--- src/rtl/csw_pkg.sv ---
// ----------------------------------------------------------------------------
// csw_pkg
// shared types and constants of the class score window argmax block
// ----------------------------------------------------------------------------
package csw_pkg;

  localparam int unsigned NUM_CLASSES = 20;
  // window length must stay a power of two: the average is a right shift
  localparam int unsigned WINDOW_LEN  = 8;

  localparam int unsigned SAMPLE_W = 16;
  localparam int unsigned CLS_W    = $clog2(NUM_CLASSES);
  localparam int unsigned IDX_W    = $clog2(NUM_CLASSES + 1);
  localparam int unsigned PTR_W    = (WINDOW_LEN > 1) ? $clog2(WINDOW_LEN) : 1;
  localparam int unsigned FILL_W   = $clog2(WINDOW_LEN + 1);
  localparam int unsigned AVG_SH   = $clog2(WINDOW_LEN);
  localparam int unsigned SUM_W    = SAMPLE_W + AVG_SH;
  localparam int unsigned DEPTH    = NUM_CLASSES * WINDOW_LEN;
  localparam int unsigned ADDR_W   = $clog2(DEPTH);

  localparam logic [SAMPLE_W-1:0] THRESHOLD_RESET = 16'd26214;  // floor(0.4 * 2^16)

  localparam logic KIND_DETECT = 1'b0;
  localparam logic KIND_TRACK  = 1'b1;

  typedef enum logic [1:0] {
    ST_IDLE,
    ST_NEWEST,
    ST_SWEEP,
    ST_DONE
  } csw_state_e;

endpackage

--- src/rtl/class_score_window_argmax_top.sv ---
// ----------------------------------------------------------------------------
// class_score_window_argmax_top
// per-class moving window of probability samples with argmax over the sums
// ----------------------------------------------------------------------------
// throughput: one request in flight at a time; the input stays blocked from
//   accept until the result is loaded, which also waits on a stalled output;
//   the sweep takes one class window per cycle through the sample memory read port
// reset: rst_ni async active low; windows read as zero until filled (fill
//   count), best class = last class, show = 0, threshold = 26214
// ----------------------------------------------------------------------------
module class_score_window_argmax_top
  import csw_pkg::*;
(
  input  logic                clk_i,
  input  logic                rst_ni,
  // configuration
  input  logic                cfg_we_i,
  input  logic [SAMPLE_W-1:0] cfg_wdata_i,
  // request channel
  input  logic                in_valid_i,
  output logic                in_ready_o,
  input  logic                kind_i,
  input  logic [4:0]          class_index_i,
  input  logic                class_known_i,
  input  logic [SAMPLE_W-1:0] probability_i,
  input  logic [SAMPLE_W-1:0] confidence_i,
  // result channel
  output logic                out_valid_o,
  input  logic                out_ready_i,
  output logic [4:0]          best_class_o,
  output logic [SAMPLE_W-1:0] best_average_o,
  output logic                show_o
);

  csw_state_e state_q, state_d;

  // configuration register
  logic [SAMPLE_W-1:0] thr_q;

  // captured request
  logic                kind_q;
  logic                conf_low_q;
  logic [SAMPLE_W-1:0] prob_q;
  logic [CLS_W-1:0]    target_q;
  logic                has_target_q;
  logic [SAMPLE_W-1:0] sample_q;

  // persistent state
  logic [CLS_W-1:0]    cur_best_q;
  logic                show_flag_q;
  logic [PTR_W-1:0]    ptr_q;       // ring slot receiving this request's sample
  logic [FILL_W-1:0]   fill_q;      // requests since reset, saturating
  logic [SUM_W-1:0]    sums_q [NUM_CLASSES];

  // sweep state
  logic [IDX_W-1:0]    idx_q;
  logic [CLS_W-1:0]    best_q;
  logic [SUM_W-1:0]    best_sum_q;

  // output register
  logic                out_valid_q;
  logic [4:0]          out_class_q;
  logic [SAMPLE_W-1:0] out_avg_q;

  // sample memory
  logic [SAMPLE_W-1:0] sample_mem_q [DEPTH];
  logic [SAMPLE_W-1:0] rdata_q;
  logic [ADDR_W-1:0]   raddr;
  logic [ADDR_W-1:0]   waddr;
  logic                mem_we;
  logic [SAMPLE_W-1:0] wdata;

  logic                accept;
  logic                out_free;
  logic [PTR_W-1:0]    ptr_prev;
  logic [PTR_W-1:0]    ptr_next;
  logic [CLS_W-1:0]    pidx;
  logic                proc_en;
  logic [SAMPLE_W-1:0] old_s;
  logic [SAMPLE_W-1:0] fresh_s;
  logic [SUM_W-1:0]    new_sum;

  function automatic logic [ADDR_W-1:0] mem_addr(logic [CLS_W-1:0] cls, logic [PTR_W-1:0] slot);
    mem_addr = ADDR_W'(cls) * ADDR_W'(WINDOW_LEN) + ADDR_W'(slot);
  endfunction

  assign accept   = in_valid_i & in_ready_o;
  assign out_free = ~out_valid_q | out_ready_i;

  // ring pointer neighbors
  assign ptr_prev = (ptr_q == '0) ? PTR_W'(WINDOW_LEN - 1) : ptr_q - PTR_W'(1);
  assign ptr_next = (ptr_q == PTR_W'(WINDOW_LEN - 1)) ? '0 : ptr_q + PTR_W'(1);

  // class being retired/updated this cycle lags the read by one
  assign pidx    = CLS_W'(idx_q - IDX_W'(1));
  assign proc_en = (state_q == ST_SWEEP) && (idx_q != '0);
  // oldest slot only holds a sample once the window has filled
  assign old_s   = (fill_q == FILL_W'(WINDOW_LEN)) ? rdata_q : '0;
  assign fresh_s = (has_target_q && (target_q == pidx)) ? sample_q : '0;
  assign new_sum = sums_q[pidx] - SUM_W'(old_s) + SUM_W'(fresh_s);

  // next state
  always_comb begin
    state_d = state_q;
    case (state_q)
      ST_IDLE:   if (accept) state_d = ST_NEWEST;
      ST_NEWEST: state_d = ST_SWEEP;
      ST_SWEEP:  if (idx_q == IDX_W'(NUM_CLASSES)) state_d = ST_DONE;
      ST_DONE:   if (out_free) state_d = ST_IDLE;
      default:   state_d = ST_IDLE;
    endcase
  end

  // control outputs
  always_comb begin
    in_ready_o = 1'b0;
    raddr      = '0;
    mem_we     = 1'b0;
    waddr      = mem_addr(pidx, ptr_q);
    wdata      = fresh_s;
    case (state_q)
      ST_IDLE: begin
        in_ready_o = 1'b1;
        // newest sample of the current best class, for a repeating track step
        raddr      = mem_addr(cur_best_q, ptr_prev);
      end
      ST_SWEEP: begin
        if (idx_q < IDX_W'(NUM_CLASSES)) begin
          raddr = mem_addr(CLS_W'(idx_q), ptr_q);
        end
        mem_we = proc_en;
      end
      default: begin
      end
    endcase
  end

  // sample memory, registered read
  always_ff @(posedge clk_i) begin
    if (mem_we) begin
      sample_mem_q[waddr] <= wdata;
    end
    rdata_q <= sample_mem_q[raddr];
  end

  always_ff @(posedge clk_i or negedge rst_ni) begin
    if (!rst_ni) begin
      state_q <= ST_IDLE;
    end else begin
      state_q <= state_d;
    end
  end

  always_ff @(posedge clk_i or negedge rst_ni) begin
    if (!rst_ni) begin
      thr_q <= THRESHOLD_RESET;
    end else if (cfg_we_i) begin
      thr_q <= cfg_wdata_i;
    end
  end

  // request capture and sample selection (payload, no reset)
  always_ff @(posedge clk_i) begin
    if (accept) begin
      kind_q     <= kind_i;
      prob_q     <= probability_i;
      conf_low_q <= (confidence_i < thr_q);
      if (kind_i == KIND_DETECT) begin
        // unknown or out of range class: every class gets zero
        has_target_q <= class_known_i && (class_index_i < 5'(NUM_CLASSES));
        target_q     <= CLS_W'(class_index_i);
      end else begin
        has_target_q <= 1'b1;
        target_q     <= cur_best_q;
      end
    end
    if (state_q == ST_NEWEST) begin
      if (kind_q == KIND_DETECT) begin
        sample_q <= prob_q;
      end else if (conf_low_q || (fill_q == '0)) begin
        sample_q <= '0;
      end else begin
        sample_q <= rdata_q;
      end
    end
  end

  // sweep counter and running argmax
  always_ff @(posedge clk_i or negedge rst_ni) begin
    if (!rst_ni) begin
      idx_q      <= '0;
      best_q     <= '0;
      best_sum_q <= '0;
    end else if (state_q == ST_NEWEST) begin
      idx_q      <= '0;
      best_q     <= '0;
      best_sum_q <= '0;
    end else if (state_q == ST_SWEEP) begin
      if (idx_q != IDX_W'(NUM_CLASSES)) begin
        idx_q <= idx_q + IDX_W'(1);
      end
      // ties go to the higher index
      if (proc_en && (new_sum >= best_sum_q)) begin
        best_q     <= pidx;
        best_sum_q <= new_sum;
      end
    end
  end

  always_ff @(posedge clk_i or negedge rst_ni) begin
    if (!rst_ni) begin
      for (int i = 0; i < NUM_CLASSES; i++) begin
        sums_q[i] <= '0;
      end
    end else if (proc_en) begin
      sums_q[pidx] <= new_sum;
    end
  end

  // commit at end of request
  always_ff @(posedge clk_i or negedge rst_ni) begin
    if (!rst_ni) begin
      cur_best_q  <= CLS_W'(NUM_CLASSES - 1);
      show_flag_q <= 1'b0;
      ptr_q       <= '0;
      fill_q      <= '0;
      out_valid_q <= 1'b0;
    end else begin
      if (out_valid_q && out_ready_i) begin
        out_valid_q <= 1'b0;
      end
      if ((state_q == ST_DONE) && out_free) begin
        cur_best_q  <= best_q;
        show_flag_q <= (kind_q == KIND_DETECT) ? 1'b1 : ~conf_low_q;
        ptr_q       <= ptr_next;
        if (fill_q != FILL_W'(WINDOW_LEN)) begin
          fill_q <= fill_q + FILL_W'(1);
        end
        out_valid_q <= 1'b1;
      end
    end
  end

  always_ff @(posedge clk_i) begin
    if ((state_q == ST_DONE) && out_free) begin
      out_class_q <= 5'(best_q);
      out_avg_q   <= SAMPLE_W'(best_sum_q >> AVG_SH);
    end
  end

  assign out_valid_o    = out_valid_q;
  assign best_class_o   = out_class_q;
  assign best_average_o = out_avg_q;
  // show flag only changes when a new result is loaded
  assign show_o         = show_flag_q;

  // a request blocks the input for the rest of its work
  a_busy_after_accept: assert property (@(posedge clk_i) disable iff (!rst_ni)
    accept |=> !in_ready_o)
    else $error("input ready right after an accepted request");

  // the memory is only written during the sweep, one class behind the read
  a_write_in_sweep: assert property (@(posedge clk_i) disable iff (!rst_ni)
    mem_we |-> (state_q == ST_SWEEP) && (idx_q != '0) && (idx_q <= IDX_W'(NUM_CLASSES)))
    else $error("sample memory written outside the sweep");

  // reported class is always a real class
  a_class_range: assert property (@(posedge clk_i) disable iff (!rst_ni)
    out_valid_o |-> (best_class_o < 5'(NUM_CLASSES)) && (cur_best_q < CLS_W'(NUM_CLASSES)))
    else $error("best class out of range");

  // the fill count never passes the window length
  a_fill_bound: assert property (@(posedge clk_i) disable iff (!rst_ni)
    fill_q <= FILL_W'(WINDOW_LEN))
    else $error("fill count beyond window length");

endmodule

--- config.mk ---
export PLATFORM = sky130hd
export DESIGN_NAME = class_score_window_argmax_top
export DESIGN_NICKNAME = d
export VERILOG_FILES = /design/src/rtl/csw_pkg.sv /design/src/rtl/class_score_window_argmax_top.sv
export SDC_FILE = /design/constraint.sdc
export NUM_CORES = 2
export LEC_CHECK = 0
export ABC_AREA = 0
export BUFFER_PORTS_ARGS = -buffer_cell sky130_fd_sc_hd__clkbuf_2
export CORE_ASPECT_RATIO = 1.2
export CORE_MARGIN = 2
export CORE_UTILIZATION = 40
export CTS_CLUSTER_DIAMETER = 60
export DETAILED_ROUTE_END_ITERATION = 10
export GPL_ROUTABILITY_DRIVEN = 0
export RECOVER_POWER = 50
export SLEW_MARGIN = 20
export SYNTH_ARGS = -nofsm -noshare
export SYNTH_HDL_FRONTEND = slang
export SYNTH_SLANG_ARGS = --single-unit
--- constraint.sdc ---
create_clock -name clk_i -period 11.7 [get_ports clk_i]
set_clock_uncertainty 0.15 [all_clocks]
set_input_delay 2.34 -clock clk_i [delete_from_list [all_inputs] [get_ports clk_i]]
set_output_delay 2.34 -clock clk_i [all_outputs]
set_load 0.05 [all_outputs]
==> impl_metrics.yaml <==
pwr:
  powerDensity_nw_per_um2: 288
  finalPower_mw: 40.3
  ir_worst_vdd_mv: 0.516
  leakagePower_nw: 49.1
cts:
  cts_tree: "built"
  clk_pin_slew_ns: 0.06
  clk_path_buf_depth: 4
  cts_root_buf: "clkbuf_16"
  clk-insertion-delay-late_ns: 0.88
  postCtsSetupBuffers: 0
  cts_made_buffers: 326
  ctsHtreeMaxLevel: 5
  numClockSinks: 3078
  cts_hold_buffers: 0
  cts_resized: 0
global_routing:
  grt_max_degree: 180
  overflow: 0
  grt_pass1_wl_um: 524000
  grtUsageTotal: 0.223
  grt_antenna_before_repair: 18
  grt_pass1_vias: 74900
finish:
  fillers: 27100
  nets: 9039
  syn_to_final_growth_pct: 12.6
  drive_gt1_frac: 0.103
worst_setup_path:
  crit_start: "idx_q[0]"
  crit_type: "reg2reg"
  cp_max_fo: 37
  critical_path.slowest_cell: "dfrtp_4"
  worst-endpoint-arrival_ns: 10.31
  path_depth: 28
  end_kind: "register"
  r2r_start: "idx_q[0]"
  cp_common_cell: "inv_1"
  r2r_cells: 28
  cp-endpoint: "best_q[1]"
  crit_family: "compound AO/OA/AOI/OAI gates"
  cpPeakStageDelay_ns: 0.84
  required_ns: 12.20
  rr_endpoint: "best_q[1]"
  r2r_slack_ns: 1.88
  crit_buf_inv: 6
  cp-start-kind: "register"
drt:
  dr.pass1.iters: 6
  drt_iter0_markers: 8809
  finalWirelength_um: 361000
  drcViolationCount: 0
  final_antenna_net_count: 0
  vias_per_cell: 5.82
  wire_per_inst_um: 27.3
  vias: 76900
die:
  start_util: 0.401
  die_x_um: 513
  core_area_um2: 310000
  ios: 84
  die-area_um2: 315000
  die_y_um: 615
  rows: 224
synthesis:
  synth_top_family_by_area: "compound AO/OA/AOI/OAI gates"
  synth_compound_area_frac: 0.0934
  postSynth.asyncResetShare: 0.143
  ys_seq_area_frac: 0.725
  ys_types: 76
  ys_seq_elements: 3078
  netlist_area_um2: 124000
  synthSimpleGateAreaFrac: 0.0848
  yosys.area_share.xor_xnor: 0.00218
  avgSynthCellArea_um2: 14.1
  synth_mux_area_frac: 0.0591
  yosys.area_share.adder: 0.00973
  syn-num-nets: 8955
  synth-edff-count: 2621
  synth-main-ff-cell: "edfxtp_1"
  yosysWarnings: 0
  synth_cells: 8808
sta:
  setup_tns_ns: 0
  post-route-period-util: 0.839
  period_minus_slack_ns: 9.82
  rsz0062_at_grt: "no"
  worst_pin_slew_ns: 6.57
  relSlewSlack: -3.38
  hold_viol: 0
  maxSlewViolCount: 1882
  setup_violations: 0
  max_freq_ghz: 0.102
place:
  place.port_buffers: 83
  hpwl_um: 210000
job:
  cap_violations: 34
status:
  violations: "capacitance limit, slew limit"
  status: "finished, violations left"
worst_hold_path:
  hold_class: "reg2reg"
==> registers in the layout, indices dropped and copies added, names as in the netlist <==
signal and flops:
sample_mem_q 2560, sums_q 380, best_sum_q 19, best_average_o 16
prob_q 16, rdata_q 16, sample_q 16, thr_q 16
best_class_o 5, best_q 5, cur_best_q 5, idx_q 5
target_q 5, fill_q 4, ptr_q 3, state_q 2
conf_low_q 1, has_target_q 1, kind_q 1, out_valid_o 1
show_o 1
==> power breakdown <==
group	total [mW]	switching [mW]	internal, mW	leakage [nW]
combinational	17.1	12.1	5.00	13.3
sequential	13.1	0.403	12.7	30.7
clock	10.2	4.27	5.91	5.07
==> logic make-up after synthesis <==
| family | after synthesis |
|---|---|
| fa+ha+maj | 87 |
| xor+xnor | 31 |
| simple gates | 2421 |
| compound gates | 1778 |
| buf+inv | 764 |
| flops | 3078 |
| mux | 649 |
==> through the flow <==
stage,setup slack [ns],utilization,hold slack (ns),instance area [um^2],cells
6_report,1.88,0.452,0.328,140000,13200
5_1_grt,1.28,0.452,0.341,140000,13200
4_1_cts,2.13,0.453,0.330,140000,13200
3_5_place_dp,2.20,0.420,0.316,130000,12600
3_3_place_gp,2.20,0.420,0.307,130000,12600
2_1_floorplan,2.05,-,0.281,124000,8808
==> metal layers <==
layer,global-route usage,part of all wire
met1,0.300,0.40
met2,0.364,0.48
met3,0.0349,0.077
met4,0.0861,0.040
met5,0,0
==> layout by cell type (no fill, tap or decap), types with 61 or more instances in the layout <==
cell type	count
a211oi_1	261
a21oi_1	306
a311oi_1	80
a31oi_1	131
and3_1	309
buf_4	190
clkbuf_1	207
clkbuf_16	337
dfrtp_1	429
edfxtp_1	2621
ha_1	70
inv_1	116
mux2_2	66
mux2i_1	519
mux4_2	61
nand2_1	1527
nand3_1	219
nor2_1	169
o21ai_0	454
o22ai_1	195
==> worst min path at each step <==
stage                       start             to  cells after the start
floorplan              conf_low_q         show_o                      1
global placement       sums_q[60]     sums_q[60]                      2
detailed placement    sums_q[190]    sums_q[190]                      2
CTS                 cur_best_q[1]  cur_best_q[1]                      2
global route          sums_q[319]    sums_q[319]                      2
finish                sums_q[365]    sums_q[365]                      2
==> final cells by class <==
class | count | area (um^2) | area share
Sequential cell | 3078 | 90100 | 0.644
Clock inverter | 153 | 1500 | 0.0107
Timing Repair Buffer | 389 | 2490 | 0.0178
Tap cell | 4068 | 5090 | 0.0364
Antenna cell | 10 | 25.0 | 0.000179
Multi-Input combinational cell | 4966 | 31400 | 0.224
Inverter | 131 | 510 | 0.00365
Clock buffer | 419 | 8860 | 0.0633
==> tightest hold or removal path, stage by stage, from the launching register on <==
cell and delay (ns):
dfrtp_1 0.34, nand2_1 0.04, o21ai_0 0.06
==> synthesized netlist by cell type (all sizes together), types with 21 or more instances <==
library cell | n | share of area
edfxtp | 2621 | 0.63
nand2 | 1535 | 0.046
mux2i | 519 | 0.042
o21ai | 461 | 0.019
dfrtp | 430 | 0.087
clkbuf | 347 | 0.010
and3 | 309 | 0.016
a21oi | 306 | 0.012
buf | 286 | 0.012
a211oi | 262 | 0.016
nand3 | 228 | 0.0092
o22ai | 195 | 0.0098
nor2 | 193 | 0.0058
a31oi | 131 | 0.0066
inv | 131 | 0.0040
a311oi | 80 | 0.0056
ha | 71 | 0.0071
mux2 | 69 | 0.0063
mux4 | 61 | 0.011
a221oi | 52 | 0.0037
o221ai | 49 | 0.0035
nor4 | 47 | 0.0024
a21o | 43 | 0.0026
a221o | 32 | 0.0026
a41oi | 32 | 0.0023
and2 | 28 | 0.0014
nor3 | 28 | 0.0011
o31ai | 21 | 0.0013
(Power assumes the default switching activity.)
